==> src/rtl/rabbit_pkg.sv <==
`timescale 1ns / 1ps
package rabbit_pkg;

   localparam logic [1:0] ACT_KEY   = 2'd0;
   localparam logic [1:0] ACT_IV    = 2'd1;
   localparam logic [1:0] ACT_CRYPT = 2'd2;
   localparam logic [1:0] ACT_NONE  = 2'd3;

   localparam logic [31:0] A0 = 32'h4D34D34D;
   localparam logic [31:0] A1 = 32'hD34D34D3;
   localparam logic [31:0] A2 = 32'h34D34D34;

   localparam logic [1:0] REG_KEY_LOW  = 2'd0;
   localparam logic [1:0] REG_KEY_HIGH = 2'd1;
   localparam logic [1:0] REG_IV       = 2'd2;

   // decoded command handed from front to back
   typedef struct packed {
      logic [1:0]  action;
      logic        skip;      // crypt with zero count: pass data through
      logic [15:0] byte_en;
      logic [63:0] data_low;
      logic [63:0] data_high;
   } cmd_type;

   typedef enum logic [2:0] {
      ST_IDLE, ST_COUNTER, ST_GSQ, ST_MIX, ST_FINISH, ST_OUT
   } eng_state_type;

   function automatic logic [31:0] rotl16(input logic [31:0] v);
      return {v[15:0], v[31:16]};
   endfunction

   function automatic logic [31:0] a_const(input logic [2:0] i);
      logic [31:0] r;
      case (i)
         3'd0, 3'd3, 3'd6: r = A0;
         3'd1, 3'd4, 3'd7: r = A1;
         default:          r = A2;
      endcase
      return r;
   endfunction

endpackage

==> src/rtl/rabbit_front.sv <==
`timescale 1ns / 1ps
module rabbit_front (
   input  logic                  clock,
   input  logic                  reset,
   input  logic                  in_valid,
   output logic                  in_ready,
   input  logic [1:0]            in_action,
   input  logic [63:0]           in_data_low,
   input  logic [63:0]           in_data_high,
   input  logic [4:0]            in_byte_count,
   output logic                  q_valid,
   input  logic                  q_ready,
   output rabbit_pkg::cmd_type   q_cmd
);
   import rabbit_pkg::*;

   // two-entry command queue
   cmd_type    slot_ff [2];
   cmd_type    slot_in;
   logic [1:0] cnt_ff, cnt_in;
   logic       wp_ff, wp_in, rp_ff, rp_in;
   logic       push, pop;
   logic [15:0] en;

   // classify: byte enables from count (saturate at 16)
   always_comb begin
      for (int b = 0; b < 16; b++) begin
         en[b] = (in_byte_count > 5'(b));
      end
      slot_in.action    = in_action;
      slot_in.skip      = (in_byte_count == 5'd0);
      slot_in.byte_en   = en;
      slot_in.data_low  = in_data_low;
      slot_in.data_high = in_data_high;
   end

   assign in_ready = (cnt_ff != 2'd2);
   assign push     = in_valid && in_ready;
   assign q_valid  = (cnt_ff != 2'd0);
   assign pop      = q_valid && q_ready;
   assign q_cmd    = slot_ff[rp_ff];

   always_comb begin
      wp_in  = push ? ~wp_ff : wp_ff;
      rp_in  = pop ? ~rp_ff : rp_ff;
      cnt_in = cnt_ff + 2'(push) - 2'(pop);
   end

   always_ff @(posedge clock) begin
      if (reset) begin
         cnt_ff <= 2'd0;
         wp_ff  <= 1'b0;
         rp_ff  <= 1'b0;
      end else begin
         cnt_ff <= cnt_in;
         wp_ff  <= wp_in;
         rp_ff  <= rp_in;
      end
   end

   always_ff @(posedge clock) begin
      if (push) begin
         slot_ff[wp_ff] <= slot_in;
      end
   end

endmodule

==> config.mk <==
export PLATFORM = sky130hd
export DESIGN_NAME = rabbit_front
export DESIGN_NICKNAME = d
export VERILOG_FILES = /design/src/rtl/rabbit_pkg.sv /design/src/rtl/rabbit_front.sv
export SDC_FILE = /design/constraint.sdc
export NUM_CORES = 1
export LEC_CHECK = 0
export ABC_AREA = 1
export BUFFER_PORTS_ARGS = -buffer_cell sky130_fd_sc_hd__buf_4
export CORE_MARGIN = 2
export CORE_UTILIZATION = 59
export CTS_BUF_LIST = sky130_fd_sc_hd__clkbuf_4
export CTS_CLUSTER_SIZE = 14
export DETAILED_ROUTE_END_ITERATION = 8
export PLACE_DENSITY = 0.94
export SLEW_MARGIN = 20
export SYNTH_ARGS = -nofsm -noshare
export SYNTH_HDL_FRONTEND = slang
export SYNTH_SLANG_ARGS = --single-unit
export TNS_END_PERCENT = 100
==> constraint.sdc <==
create_clock -name clock -period 14.1 [get_ports clock]
set_input_delay 2.82 -clock clock [delete_from_list [all_inputs] [get_ports clock]]
set_output_delay 2.82 -clock clock [all_outputs]
set_load 0.01 [all_outputs]
# --- Yosys cells after proc, flatten, opt, wreduce, memory -nomap -nowiden ---
# Memory sizes are Yosys's and may differ from the RTL's. A register that Yosys moved wholly into a read port is not among the register bits.
# Index checks and enable logic that the tools add are counted.
classes:
  order_cmp: 16
  n_reduce_logical: 4
  multipliers: 0
  addsub: 2
  bitwise_logic: 2
  n_mux: 4
  n_eq_ne: 1
  shift: 0
  div: 0
ops:
  columns: ["operator", "count"]
  rows:
  - ["5-bit by 4-bit > comparator with 1-bit output (second input constant)", 8]
  - ["5-bit by 3-bit > comparator with 1-bit output (second input constant)", 4]
  - ["5-bit by 1-bit > comparator with 1-bit output (second input constant)", 2]
  - ["5-bit by 2-bit > comparator with 1-bit output (second input constant)", 2]
  - ["5-bit logical NOT", 1]
  - ["1-bit two-way mux", 4]
  - ["2-bit by 1-bit adder with 2-bit output", 1]
  - ["1-bit logical AND", 2]
  - ["2-bit inequality test (second input constant)", 1]
  - ["1-bit inverter", 2]
  - ["2-bit nonzero test", 1]
  - ["2-bit by 1-bit subtractor with 2-bit output", 1]
totals:
  mem_count: 1
  output_inout_bits: 149
  ff_bits: 4
  latchBits: 0
  elab_cells: 33
  romBits: 0
  input_bits: 139
  ram_bits: 294
memory_table:
  columns: ["memory", "words", "word_bits", "read_ports", "rd_clocked_by_memory_dff", "wr", "line_no", "source"]
  rows:
  - ["slot_ff", 2, 147, 1, 1, 1, "rabbit_front.sv:18", "cmd_type slot_ff [2];"]

# --- Longest topological paths before layout ---
# Gate-level depths: netlist of run 1.
depth:
  ltp_word: 4
  mapped_depth: 11
  mapped_depth_nobuf: 11

# --- Worst setup path after synthesis of run 1 ---
# Ideal clock, no wire load.
synth_path:
  kind: "input -> register"
  from: "input port in_valid"
  to: "memory slot_ff[0][0] (netlist bit), enable pin"
  setup_slack_ns: 4.450
  stages: 2
  path_buffers: 0
  t_arrival_ns: 8.995
  path_cell_list: "nand2_1 nor2_1"
synth_via:
  elab_chain_len: 3
synth_lines:
  columns: ["item", "line_no", "source"]
  rows:
  - ["start, declared", "rabbit_front.sv:5", "input logic in_valid,"]
  - ["1-bit logical AND", "rabbit_front.sv:38", "assign push = in_valid && in_ready;"]
  - ["1-bit two-way mux", "rabbit_front.sv:62", "if (push) begin"]
  - ["1-bit two-way mux (implied by the code)", "rabbit_front.sv:63", "slot_ff[wp_ff] <= slot_in;"]
  - ["end, declared", "rabbit_front.sv:18", null]
# No other way between the ends.

==> results.py, run 1 <==
metrics = {
    "cells_and_area": {
        "syn_to_final_growth_pct": 29.9,
        "fillCellCount": 1010,
        "drive_gt1_frac": 0.598,
        "nNetsFinal": 1016,
    },
    "setup_path": {
        "crit_chain": "buf_4, mux2_2, buf_4",
        "worst-path-buf-inv": 2,
        "worstPathRequired_ps": 11280,
        "path_max_fanout": 76,
        "r2r-start": "cnt_ff[0]$_SDFF_PP0_",
        "cp-start-kind": "flip-flop",
        "cpPeakStageDelay_ps": 960,
        "arrival_ps": 3210,
        "path_class": "flip-flop to primary output",
        "ff2ff_setup_slack_ps": 11190,
        "cpMaxStageDelayCell": "dfxtp_4",
        "cp_top_family": "buffers and inverters",
        "worstSetupEndpointType": "primary output",
        "r2r-end": "slot_ff[0][22]$_DFFE_PP_",
        "cpMostUsedCell": "buf_4",
        "rr_worst_depth": 6,
    },
    "clock_network": {
        "cts.reportedPaths.clkPinSlew_ps": 60,
        "cts_setup_buffers": 0,
        "cts_sinks": 299,
        "cts_resized": 0,
        "clk_path_buf_depth": 3,
        "htreeDepth": 3,
        "cts_buffers": 72,
        "ctsRootBufferMaster": "clkbuf_4",
        "cts_tree": "done",
        "worstSkewPairLatency_ps": 670,
        "cts_hold_buffers": 0,
    },
    "global_route": {
        "antenna_found_initial": 1,
        "grt_first_pass_wirelength_um": 34600,
        "grt_max_degree": 89,
        "grt_pass1_vias": 6454,
        "track_usage": 0.236,
        "grt.overflow.total": 0,
    },
    "timing": {
        "worst_slack_ps": 8070,
        "skew_ps": 52.9,
        "period_minus_slack_ps": 6030,
        "fin_tns_setup_ps": 0,
        "period_share": 0.427,
        "max_slew_margin": 0.284,
        "rsz0062_at_grt": "no",
        "setup_violations": 0,
        "timing.fmax_ghz": 0.166,
        "final_hold_viol_count": 0,
        "holdWs_ps": 501,
        "tightest_slew_ps": 1070,
        "finalMaxSlewViolations": 0,
    },
    "worst_hold_path": {
        "min_path_type": "flip-flop to flip-flop",
        "worstHoldPathCells": 2,
        "hold_end": "rp_ff$_SDFFE_PP0P_",
        "hold_start": "rp_ff$_SDFFE_PP0P_",
    },
    "run_status": {
        "status": "finished clean",
    },
    "logic_synthesis": {
        "synthArstFlopShare": 0,
        "synth.most_common_cell": "edfxtp_1",
        "yosysTopAreaCellShare": 0.800,
        "yosysWarnings": 0,
        "seq_area_frac_synth": 0.809,
        "syn_area_um2": 11000,
        "synth.avg_cell_area_um2": 20.9,
        "ys_ff_latch": 299,
        "synthFlopType": "edfxtp_1",
        "synth_top_cell_by_area": "edfxtp_1",
        "synth_common_cells": "edfxtp_1, mux2_2, inv_1, nor2_1",
        "synth_area_leaders": "edfxtp_1, mux2_2, buf_6",
        "synthCells": 527,
        "synthesis.nets": 668,
        "synth-edff-count": 294,
        "yosys.cell_types.count": 14,
    },
    "pwr": {
        "p_comb_frac": 0.241,
        "powerDensity_nw_per_um2": 177,
        "p_leak_nw": 5.44,
        "peakVddDrop_uv": 114,
        "clock_power_share": 0.294,
        "switching_share": 0.264,
        "switching_power_w": 0.000671,
        "power.internal_w": 0.00187,
        "pwr-share-seq": 0.465,
    },
    "placed_design": {
        "place_hpwl_um": 15100,
        "gp_congestion": 0.772,
        "portBuffers": 287,
        "pre_cts_slack_ps": 8720,
    },
    "die": {
        "rows": 50,
        "core_region_area_um2": 18500,
        "die-height_um": 141,
        "start_util": 0.596,
        "dieArea_um2": 19800,
        "io_pins": 288,
        "die_w_um": 141,
    },
    "detailed_routing": {
        "vias": 6099,
        "dr.first_iter.drc_count": 398,
        "wl_per_cell_um": 20.7,
        "drc": 0,
        "avgViaCountPerCell": 5.27,
        "first_pass_iters": 4,
        "wl_um": 23900,
        "ant_nets": 0,
    },
    "run": {
        "drv_cap": 0,
    },
}
layer usage:
layer | wire length (um) | track usage | vias to the layer above | part of all wire
met2 | 12700 | 0.420 | 317 | 0.53
met4 | 811 | 0.123 | 0 | 0.034
met1 | 8230 | 0.244 | 2940 | 0.34
met5 | 0 | 0 | - | 0
met3 | 2220 | 0.0863 | 51 | 0.093
li1 | - | - | 2791 | -
final cells by class:
type / count / area (um2) / area share
tap: 234 / 293 / 0.0204
timing repair buffer: 291 / 2180 / 0.152
inverter: 17 / 68.8 / 0.00480
clock inverter: 17 / 196 / 0.0137
sequential: 299 / 8930 / 0.623
antenna: 1 / 2.50 / 0.000174
clock buffer: 105 / 788 / 0.0550
multi-input combinational: 194 / 1880 / 0.131
flip-flops by register name, indices dropped and copies added (netlist names), named ones only:
name     count
wp_ff        1
cnt_ff       2
rp_ff        1
slot_ff    294
how the worst max path moves through the flow:
stage	start	endpoint	cells after the start
after floorplan	in_valid	slot_ff[0][0]$_DFFE_PP_	2
after global placement	flip-flop	q_cmd[76]	3
after detailed placement	flip-flop	q_cmd[76]	3
after CTS	flip-flop	q_cmd[76]	3
after global routing	flip-flop	q_cmd[76]	3
final	flip-flop	q_cmd[81]	3
worst reg2reg max path, stage by stage (launching register included):
cell and delay (ps):
dfxtp_1 360, inv_1 60, nand2_1 110, nand2_1 130, nor2_4 100, buf_4 800
buf_4 890
logic make-up (layout without fill, tap and decap cells):
logic type	after synthesis	in the layout	synth area share
multiplexers	147	147	0.150
adder cells (fa/ha/maj)	2	2	0.00227
AO/OA/AOI/OAI	7	7	0.00329
AND/OR/NAND/NOR	38	38	0.0137
flip-flops	299	299	0.809
buffers and inverters	34	430	0.0219
other	0	1	0
power by group through the flow:
stage	clock, W	sequential [W]	combinational (W)
4_1_cts	0.000769	0.00119	0.000616
5_1_grt	0.000813	0.00119	0.000649
3_3_place_gp	0	0.00119	0.000591
2_1_floorplan	0	0.00119	0.000360
3_5_place_dp	0	0.00120	0.000609
6_report	0.000749	0.00118	0.000612
per-stage QoR:
stage | utilization | total power (W) | cell area [um2] | cells
2_1_floorplan | - | 0.00155 | 11000 | 527
3_3_place_gp | 0.721 | 0.00178 | 13400 | 1035
3_5_place_dp | 0.721 | 0.00181 | 13400 | 1035
4_1_cts | 0.774 | 0.00257 | 14300 | 1157
5_1_grt | 0.774 | 0.00266 | 14300 | 1158
6_report | 0.774 | 0.00255 | 14300 | 1158
cell usage in the layout, fill, tap and decap left out, drive strengths merged, types with 7 or more instances in the layout:
master  count
nand2      15
inv        17
nor2       16
clkbuf    105
edfxtp    294
mux2      147
nand3       7
buf       291
clkinv     12
Note: power is estimated with default switching activity, not from simulation.
==> run 2, diff against run 1 <==
ABC_AREA = 0   (was 1)
CORE_UTILIZATION = 54   (was 59)
PLACE_DENSITY = 0.87   (was 0.94)
clock period = 6.2 ns   (was 14.1 ns; I/O delays follow)
==> results.py, run 2 <==
metrics = {
    "logic_synthesis": {
        "ys_ff_latch": 299,
        "synth.avg_cell_area_um2": 21.5,
        "synthesis.nets": 653,
        "yosys.cell_types.count": 32,
        "synth_common_cells": "edfxtp_1, mux2_2, buf_2, nor2_1",
        "synth_area_leaders": "edfxtp_1, mux2_2, dfxtp_1",
        "seq_area_frac_synth": 0.812,
        "synthArstFlopShare": 0,
        "synthFlopType": "edfxtp_1",
        "syn_area_um2": 11000,
        "synth.most_common_cell": "edfxtp_1",
        "synth-edff-count": 294,
        "synth_top_cell_by_area": "edfxtp_1",
        "yosysWarnings": 0,
        "yosysTopAreaCellShare": 0.803,
        "synthCells": 512,
    },
    "setup_path": {
        "worst-path-buf-inv": 2,
        "ff2ff_setup_slack_ps": 3890,
        "cp-start-kind": "flip-flop",
        "cpMostUsedCell": "buf_4",
        "cp_top_family": "flip-flops",
        "worstSetupEndpointType": "primary output",
        "arrival_ps": 2670,
        "cpMaxStageDelayCell": "dfxtp_4",
        "worst-path-stages": 3,
        "path_class": "flip-flop to primary output",
        "r2r-start": "cnt_ff[0]$_SDFF_PP0_",
        "worstPathRequired_ps": 4960,
        "path_max_fanout": 65,
        "rr_worst_depth": 3,
        "r2r-end": "slot_ff[1][125]$_DFFE_PP_",
        "crit_chain": "buf_4, mux2_2, buf_4",
        "cpPeakStageDelay_ps": 920,
    },
    "placed_design": {
        "portBuffers": 287,
        "pre_cts_slack_ps": 2950,
        "dp_cells": 1052,
        "place_hpwl_um": 14200,
        "gp_congestion": 0.803,
    },
    "timing": {
        "tightest_slew_ps": 985,
        "timing.fmax_ghz": 0.256,
        "setup_violations": 0,
        "finalMaxSlewViolations": 0,
        "period_share": 0.630,
        "period_minus_slack_ps": 3910,
        "max_slew_margin": 0.344,
        "fin_tns_setup_ps": 0,
        "rsz0062_at_grt": "no",
        "worst_slack_ps": 2290,
        "skew_ps": 27.3,
        "final_hold_viol_count": 0,
    },
    "cells_and_area": {
        "drive_gt1_frac": 0.618,
        "final_common_cell": "edfxtp_1",
        "instances_no_fill": 1170,
        "nNetsFinal": 1000,
        "regMostFlops": "slot_ff",
        "syn_to_final_growth_pct": 30.6,
        "largest_register_ffs": 294,
        "reg_top3": "slot_ff: 294 flops, cnt_ff: 2 flops",
        "fillCellCount": 1254,
        "final_cell_mix": "edfxtp_1, buf_4, mux2_2, clkbuf_4, clkinv_1",
    },
    "die": {
        "start_util": 0.547,
        "rows": 52,
        "io_pins": 288,
        "core_region_area_um2": 20100,
        "die-height_um": 147,
        "dieArea_um2": 21500,
        "die_w_um": 147,
    },
    "global_route": {
        "track_usage": 0.201,
        "use_met1": 0.211,
        "grt.overflow.total": 0,
        "grt_pass1_vias": 6427,
        "antenna_found_initial": 1,
        "gr-usage-met2": 0.356,
        "grt_first_pass_wirelength_um": 33100,
        "met3_usage": 0.0681,
        "busiest_layer": "met2",
        "grt_max_degree": 148,
    },
    "clock_network": {
        "cts.reportedPaths.clkPinSlew_ps": 50,
        "cts_setup_buffers": 0,
        "cts_buffers": 75,
        "cts_hold_buffers": 0,
        "cts_tree": "done",
        "htreeDepth": 3,
        "cts_resized": 0,
        "worstSkewPairLatency_ps": 620,
        "ctsRootBufferMaster": "clkbuf_4",
        "cts_sinks": 299,
        "clk_path_buf_depth": 3,
    },
    "pwr": {
        "p_comb_frac": 0.271,
        "switching_power_w": 0.00159,
        "pwr-share-seq": 0.463,
        "clock_power_share": 0.266,
        "powerDensity_nw_per_um2": 413,
        "peakVddDrop_uv": 261,
        "power.internal_w": 0.00434,
        "switching_share": 0.268,
        "p_leak_nw": 5.39,
    },
    "detailed_routing": {
        "ant_nets": 0,
        "drc": 0,
        "wl_per_cell_um": 18.7,
        "vias": 5965,
        "wl_um": 21900,
        "avgViaCountPerCell": 5.10,
        "first_pass_iters": 4,
        "dr.first_iter.drc_count": 341,
    },
    "worst_hold_path": {
        "hold_start": "rp_ff$_SDFFE_PP0P_",
        "worstHoldPathCells": 2,
        "min_path_type": "flip-flop to flip-flop",
    },
    "run": {
        "drv_cap": 0,
    },
    "run_status": {
        "status": "finished clean",
    },
}
==> run 2: cell types whose count changed after synthesis, sizes merged, moves of 4 or more <==
cell | before | now
a21o | 0 | 4
nand2 | 15 | 5
nand2b | 0 | 4
inv | 17 | 2
nor2 | 16 | 7
nand3 | 7 | 1
==> run 2: cell families (layout without fill, tap and decap cells) <==
family / Yosys count / in the layout / synth area share
buffers and inverters: 24 / 411 / 0.0110
flip-flops: 299 / 299 / 0.812
multiplexers: 148 / 148 / 0.152
XOR/XNOR: 2 / 2 / 0.00159
other: 0 / 1 / 0
AND/OR/NAND/NOR: 26 / 26 / 0.0138
adder cells (fa/ha/maj): 2 / 2 / 0.00228
AO/OA/AOI/OAI: 11 / 11 / 0.00740
==> run 2: power groups by stage <==
stage / clock [W] / sequential, W / combinational (W)
6_report: 0.00158 / 0.00275 / 0.00161
5_1_grt: 0.00172 / 0.00278 / 0.00171
4_1_cts: 0.00163 / 0.00275 / 0.00163
3_5_place_dp: 0 / 0.00279 / 0.00162
3_3_place_gp: 0 / 0.00277 / 0.00159
2_1_floorplan: 0 / 0.00273 / 0.000919
==> run 2: layer usage <==
layer | up-vias | routed length, um | part of all wire
met1 | 2906 | 7520 | 0.34
li1 | 2740 | - | -
met3 | 64 | 1680 | 0.077
met2 | 255 | 11800 | 0.54
met4 | 0 | 913 | 0.042
met5 | - | 0 | 0
==> run 2: worst max-delay path by stage <==
stage / to / start
final: q_cmd[1] / flip-flop
after global routing: q_cmd[100] / flip-flop
after CTS: q_cmd[143] / flip-flop
after detailed placement: q_cmd[106] / flip-flop
after global placement: q_cmd[75] / flip-flop
after floorplan: slot_ff[0][0]$_DFFE_PP_ / in_valid
==> run 2: metrics by stage <==
| stage | utilization | total power [W] | cell area [um2] | hold WS (ps) |
|---|---|---|---|---|
| final | 0.714 | 0.00593 | 14400 | 527 |
| after global routing | 0.714 | 0.00621 | 14400 | 562 |
| after CTS | 0.714 | 0.00601 | 14400 | 532 |
| after detailed placement | 0.669 | 0.00441 | 13400 | 520 |
| after global placement | 0.669 | 0.00436 | 13400 | 495 |
| after floorplan | - | 0.00365 | 11000 | 481 |
==> run 2: worst min-delay path, stage by stage (launching register included) <==
cell     delay (ps)
dfxtp_1         320
xnor2_1          80
nor2_1           80
==> run 2: cell type report <==
| type | count | area, um2 | share of cell area |
|---|---|---|---|
| Sequential cell | 299 | 8930 | 0.622 |
| Timing Repair Buffer | 292 | 2220 | 0.154 |
| Multi-Input combinational cell | 189 | 1950 | 0.136 |
| Clock buffer | 103 | 773 | 0.0539 |
| Tap cell | 270 | 338 | 0.0235 |
| Clock inverter | 14 | 133 | 0.00924 |
| Inverter | 2 | 7.51 | 0.000523 |
| Antenna cell | 1 | 2.50 | 0.000174 |
==> run 3, diff against run 2 <==
ABC_AREA = 1   (was 0)
CORE_UTILIZATION = 49   (was 54)
PLACE_DENSITY = 0.84   (was 0.87)
clock period = 3.35 ns   (was 6.2 ns; I/O delays follow)
==> results.py, run 3 (synthesis gave the netlist of run 1 again) <==
metrics = {
    "cells_and_area": {
        "reg_top3": "slot_ff: 294 flops, cnt_ff: 2 flops",
        "instances_no_fill": 1219,
        "final_common_cell": "edfxtp_1",
        "nNetsFinal": 1028,
        "final_cell_mix": "edfxtp_1, buf_4, mux2_2, clkbuf_4, inv_1",
        "regMostFlops": "slot_ff",
        "drive_gt1_frac": 0.609,
        "syn_to_final_growth_pct": 31.8,
        "largest_register_ffs": 294,
    },
    "die": {
        "start_util": 0.503,
        "dieArea_um2": 23700,
        "io_pins": 288,
        "die-height_um": 154,
        "core_region_area_um2": 22000,
        "die_w_um": 154,
        "rows": 54,
    },
    "timing": {
        "timing.fmax_ghz": 0.344,
        "fin_tns_setup_ps": 0,
        "period_minus_slack_ps": 2910,
        "period_share": 0.867,
        "setup_violations": 0,
        "final_hold_viol_count": 0,
        "skew_ps": 34.8,
        "tightest_slew_ps": 665,
        "holdWs_ps": 197,
        "max_slew_margin": 0.555,
        "finalMaxSlewViolations": 0,
        "rsz0062_at_grt": "no",
    },
    "setup_path": {
        "arrival_ps": 2240,
        "worstPathRequired_ps": 2680,
        "cpPeakStageDelay_ps": 710,
        "cp_top_family": "flip-flops",
        "worst-path-buf-inv": 2,
        "cpMostUsedCell": "buf_4",
        "path_max_fanout": 38,
        "path_class": "flip-flop to primary output",
        "worstSetupEndpointType": "primary output",
        "cpMaxStageDelayCell": "dfxtp_4",
        "crit_chain": "buf_4, mux2_2, buf_4",
        "cp-start-kind": "flip-flop",
    },
    "detailed_routing": {
        "avgViaCountPerCell": 4.92,
        "wl_per_cell_um": 18.0,
        "wl_um": 21900,
        "first_pass_iters": 6,
        "drc": 0,
        "dr.first_iter.drc_count": 270,
        "vias": 5998,
        "ant_nets": 0,
    },
    "global_route": {
        "antenna_found_initial": 2,
        "grt_max_degree": 79,
        "track_usage": 0.182,
        "grt_first_pass_wirelength_um": 33200,
        "grt.overflow.total": 0,
        "grt_pass1_vias": 6535,
    },
    "worst_hold_path": {
        "min_path_type": "input port to flip-flop",
    },
    "pwr": {
        "peakVddDrop_uv": 507,
        "power.internal_w": 0.00783,
        "switching_share": 0.261,
        "switching_power_w": 0.00276,
        "p_comb_frac": 0.254,
        "clock_power_share": 0.282,
        "pwr-share-seq": 0.463,
        "p_leak_nw": 5.50,
        "powerDensity_nw_per_um2": 728,
    },
    "clock_network": {
        "ctsRootBufferMaster": "clkbuf_4",
        "cts_setup_buffers": 0,
        "cts_sinks": 299,
        "worstSkewPairLatency_ps": 630,
        "clk_path_buf_depth": 3,
        "cts.reportedPaths.clkPinSlew_ps": 50,
        "htreeDepth": 3,
        "cts_hold_buffers": 0,
        "cts_tree": "done",
        "cts_resized": 0,
        "cts_buffers": 75,
    },
    "placed_design": {
        "dp_cells": 1090,
        "gp_congestion": 0.770,
        "portBuffers": 287,
        "place_hpwl_um": 14900,
    },
    "run": {
        "drv_cap": 0,
    },
    "run_status": {
        "status": "finished clean",
    },
}
==> run 3: changes by cell type in the layout (fill, tap and decap cells not counted), moves of 4 or more <==
cell,delta
nand3_1,+5
nor2_1,+10
nand2b_1,-4
inv_1,+15
clkbuf_4,+10
buf_12,+5
a21o_1,-4
nand2_1,+9
==> run 3: cell type report <==
type | instances | area (um2)
tap | 280 | 350
clock buffer | 113 | 848
inverter | 17 | 67.6
antenna | 1 | 2.50
timing repair buffer | 300 | 2340
fill | 1538 | 7410
sequential | 299 | 8930
clock inverter | 15 | 115
multi-input combinational | 194 | 1890
==> run 3: power by group through the flow <==
stage | Sequential, W | Combinational, W | Clock [W]
after floorplan | 0.00493 | 0.00152 | 0
after global placement | 0.00497 | 0.00267 | 0
after detailed placement | 0.00500 | 0.00272 | 0
after CTS | 0.00492 | 0.00273 | 0.00311
after global routing | 0.00496 | 0.00287 | 0.00328
final | 0.00491 | 0.00269 | 0.00299
==> run 3: through the flow <==
step	instance area [um2]	util	power [W]	setup WS, ps
final	14500	0.662	0.0106	444
after CTS	14500	0.662	0.0108	331
after floorplan	11100	-	0.00645	21.1
after detailed placement	13600	0.618	0.00771	1050
after global placement	13600	0.618	0.00764	1090
after global routing	14500	0.662	0.0111	257
==> run 3: routing by layer <==
layer	GRT usage	part of all wire
met1	0.194	0.36
met4	0.0930	0.037
met5	0	0.00059
met3	0.0767	0.090
met2	0.310	0.51
==> run 3: path summary, 6_finish.rpt <==
| check | cells past startpoint | start | to | slack (ps) |
|---|---|---|---|---|
| max | 3 | flip-flop | q_cmd[138] | 440 |
| min | 2 | reset | cnt_ff[0]$_SDFF_PP0_ | 200 |
| max reg2reg | 5 | cnt_ff[0]$_SDFF_PP0_ | slot_ff[0][118]$_DFFE_PP_ | 1380 |
| min reg2reg | 2 | rp_ff$_SDFFE_PP0P_ | rp_ff$_SDFFE_PP0P_ | 510 |
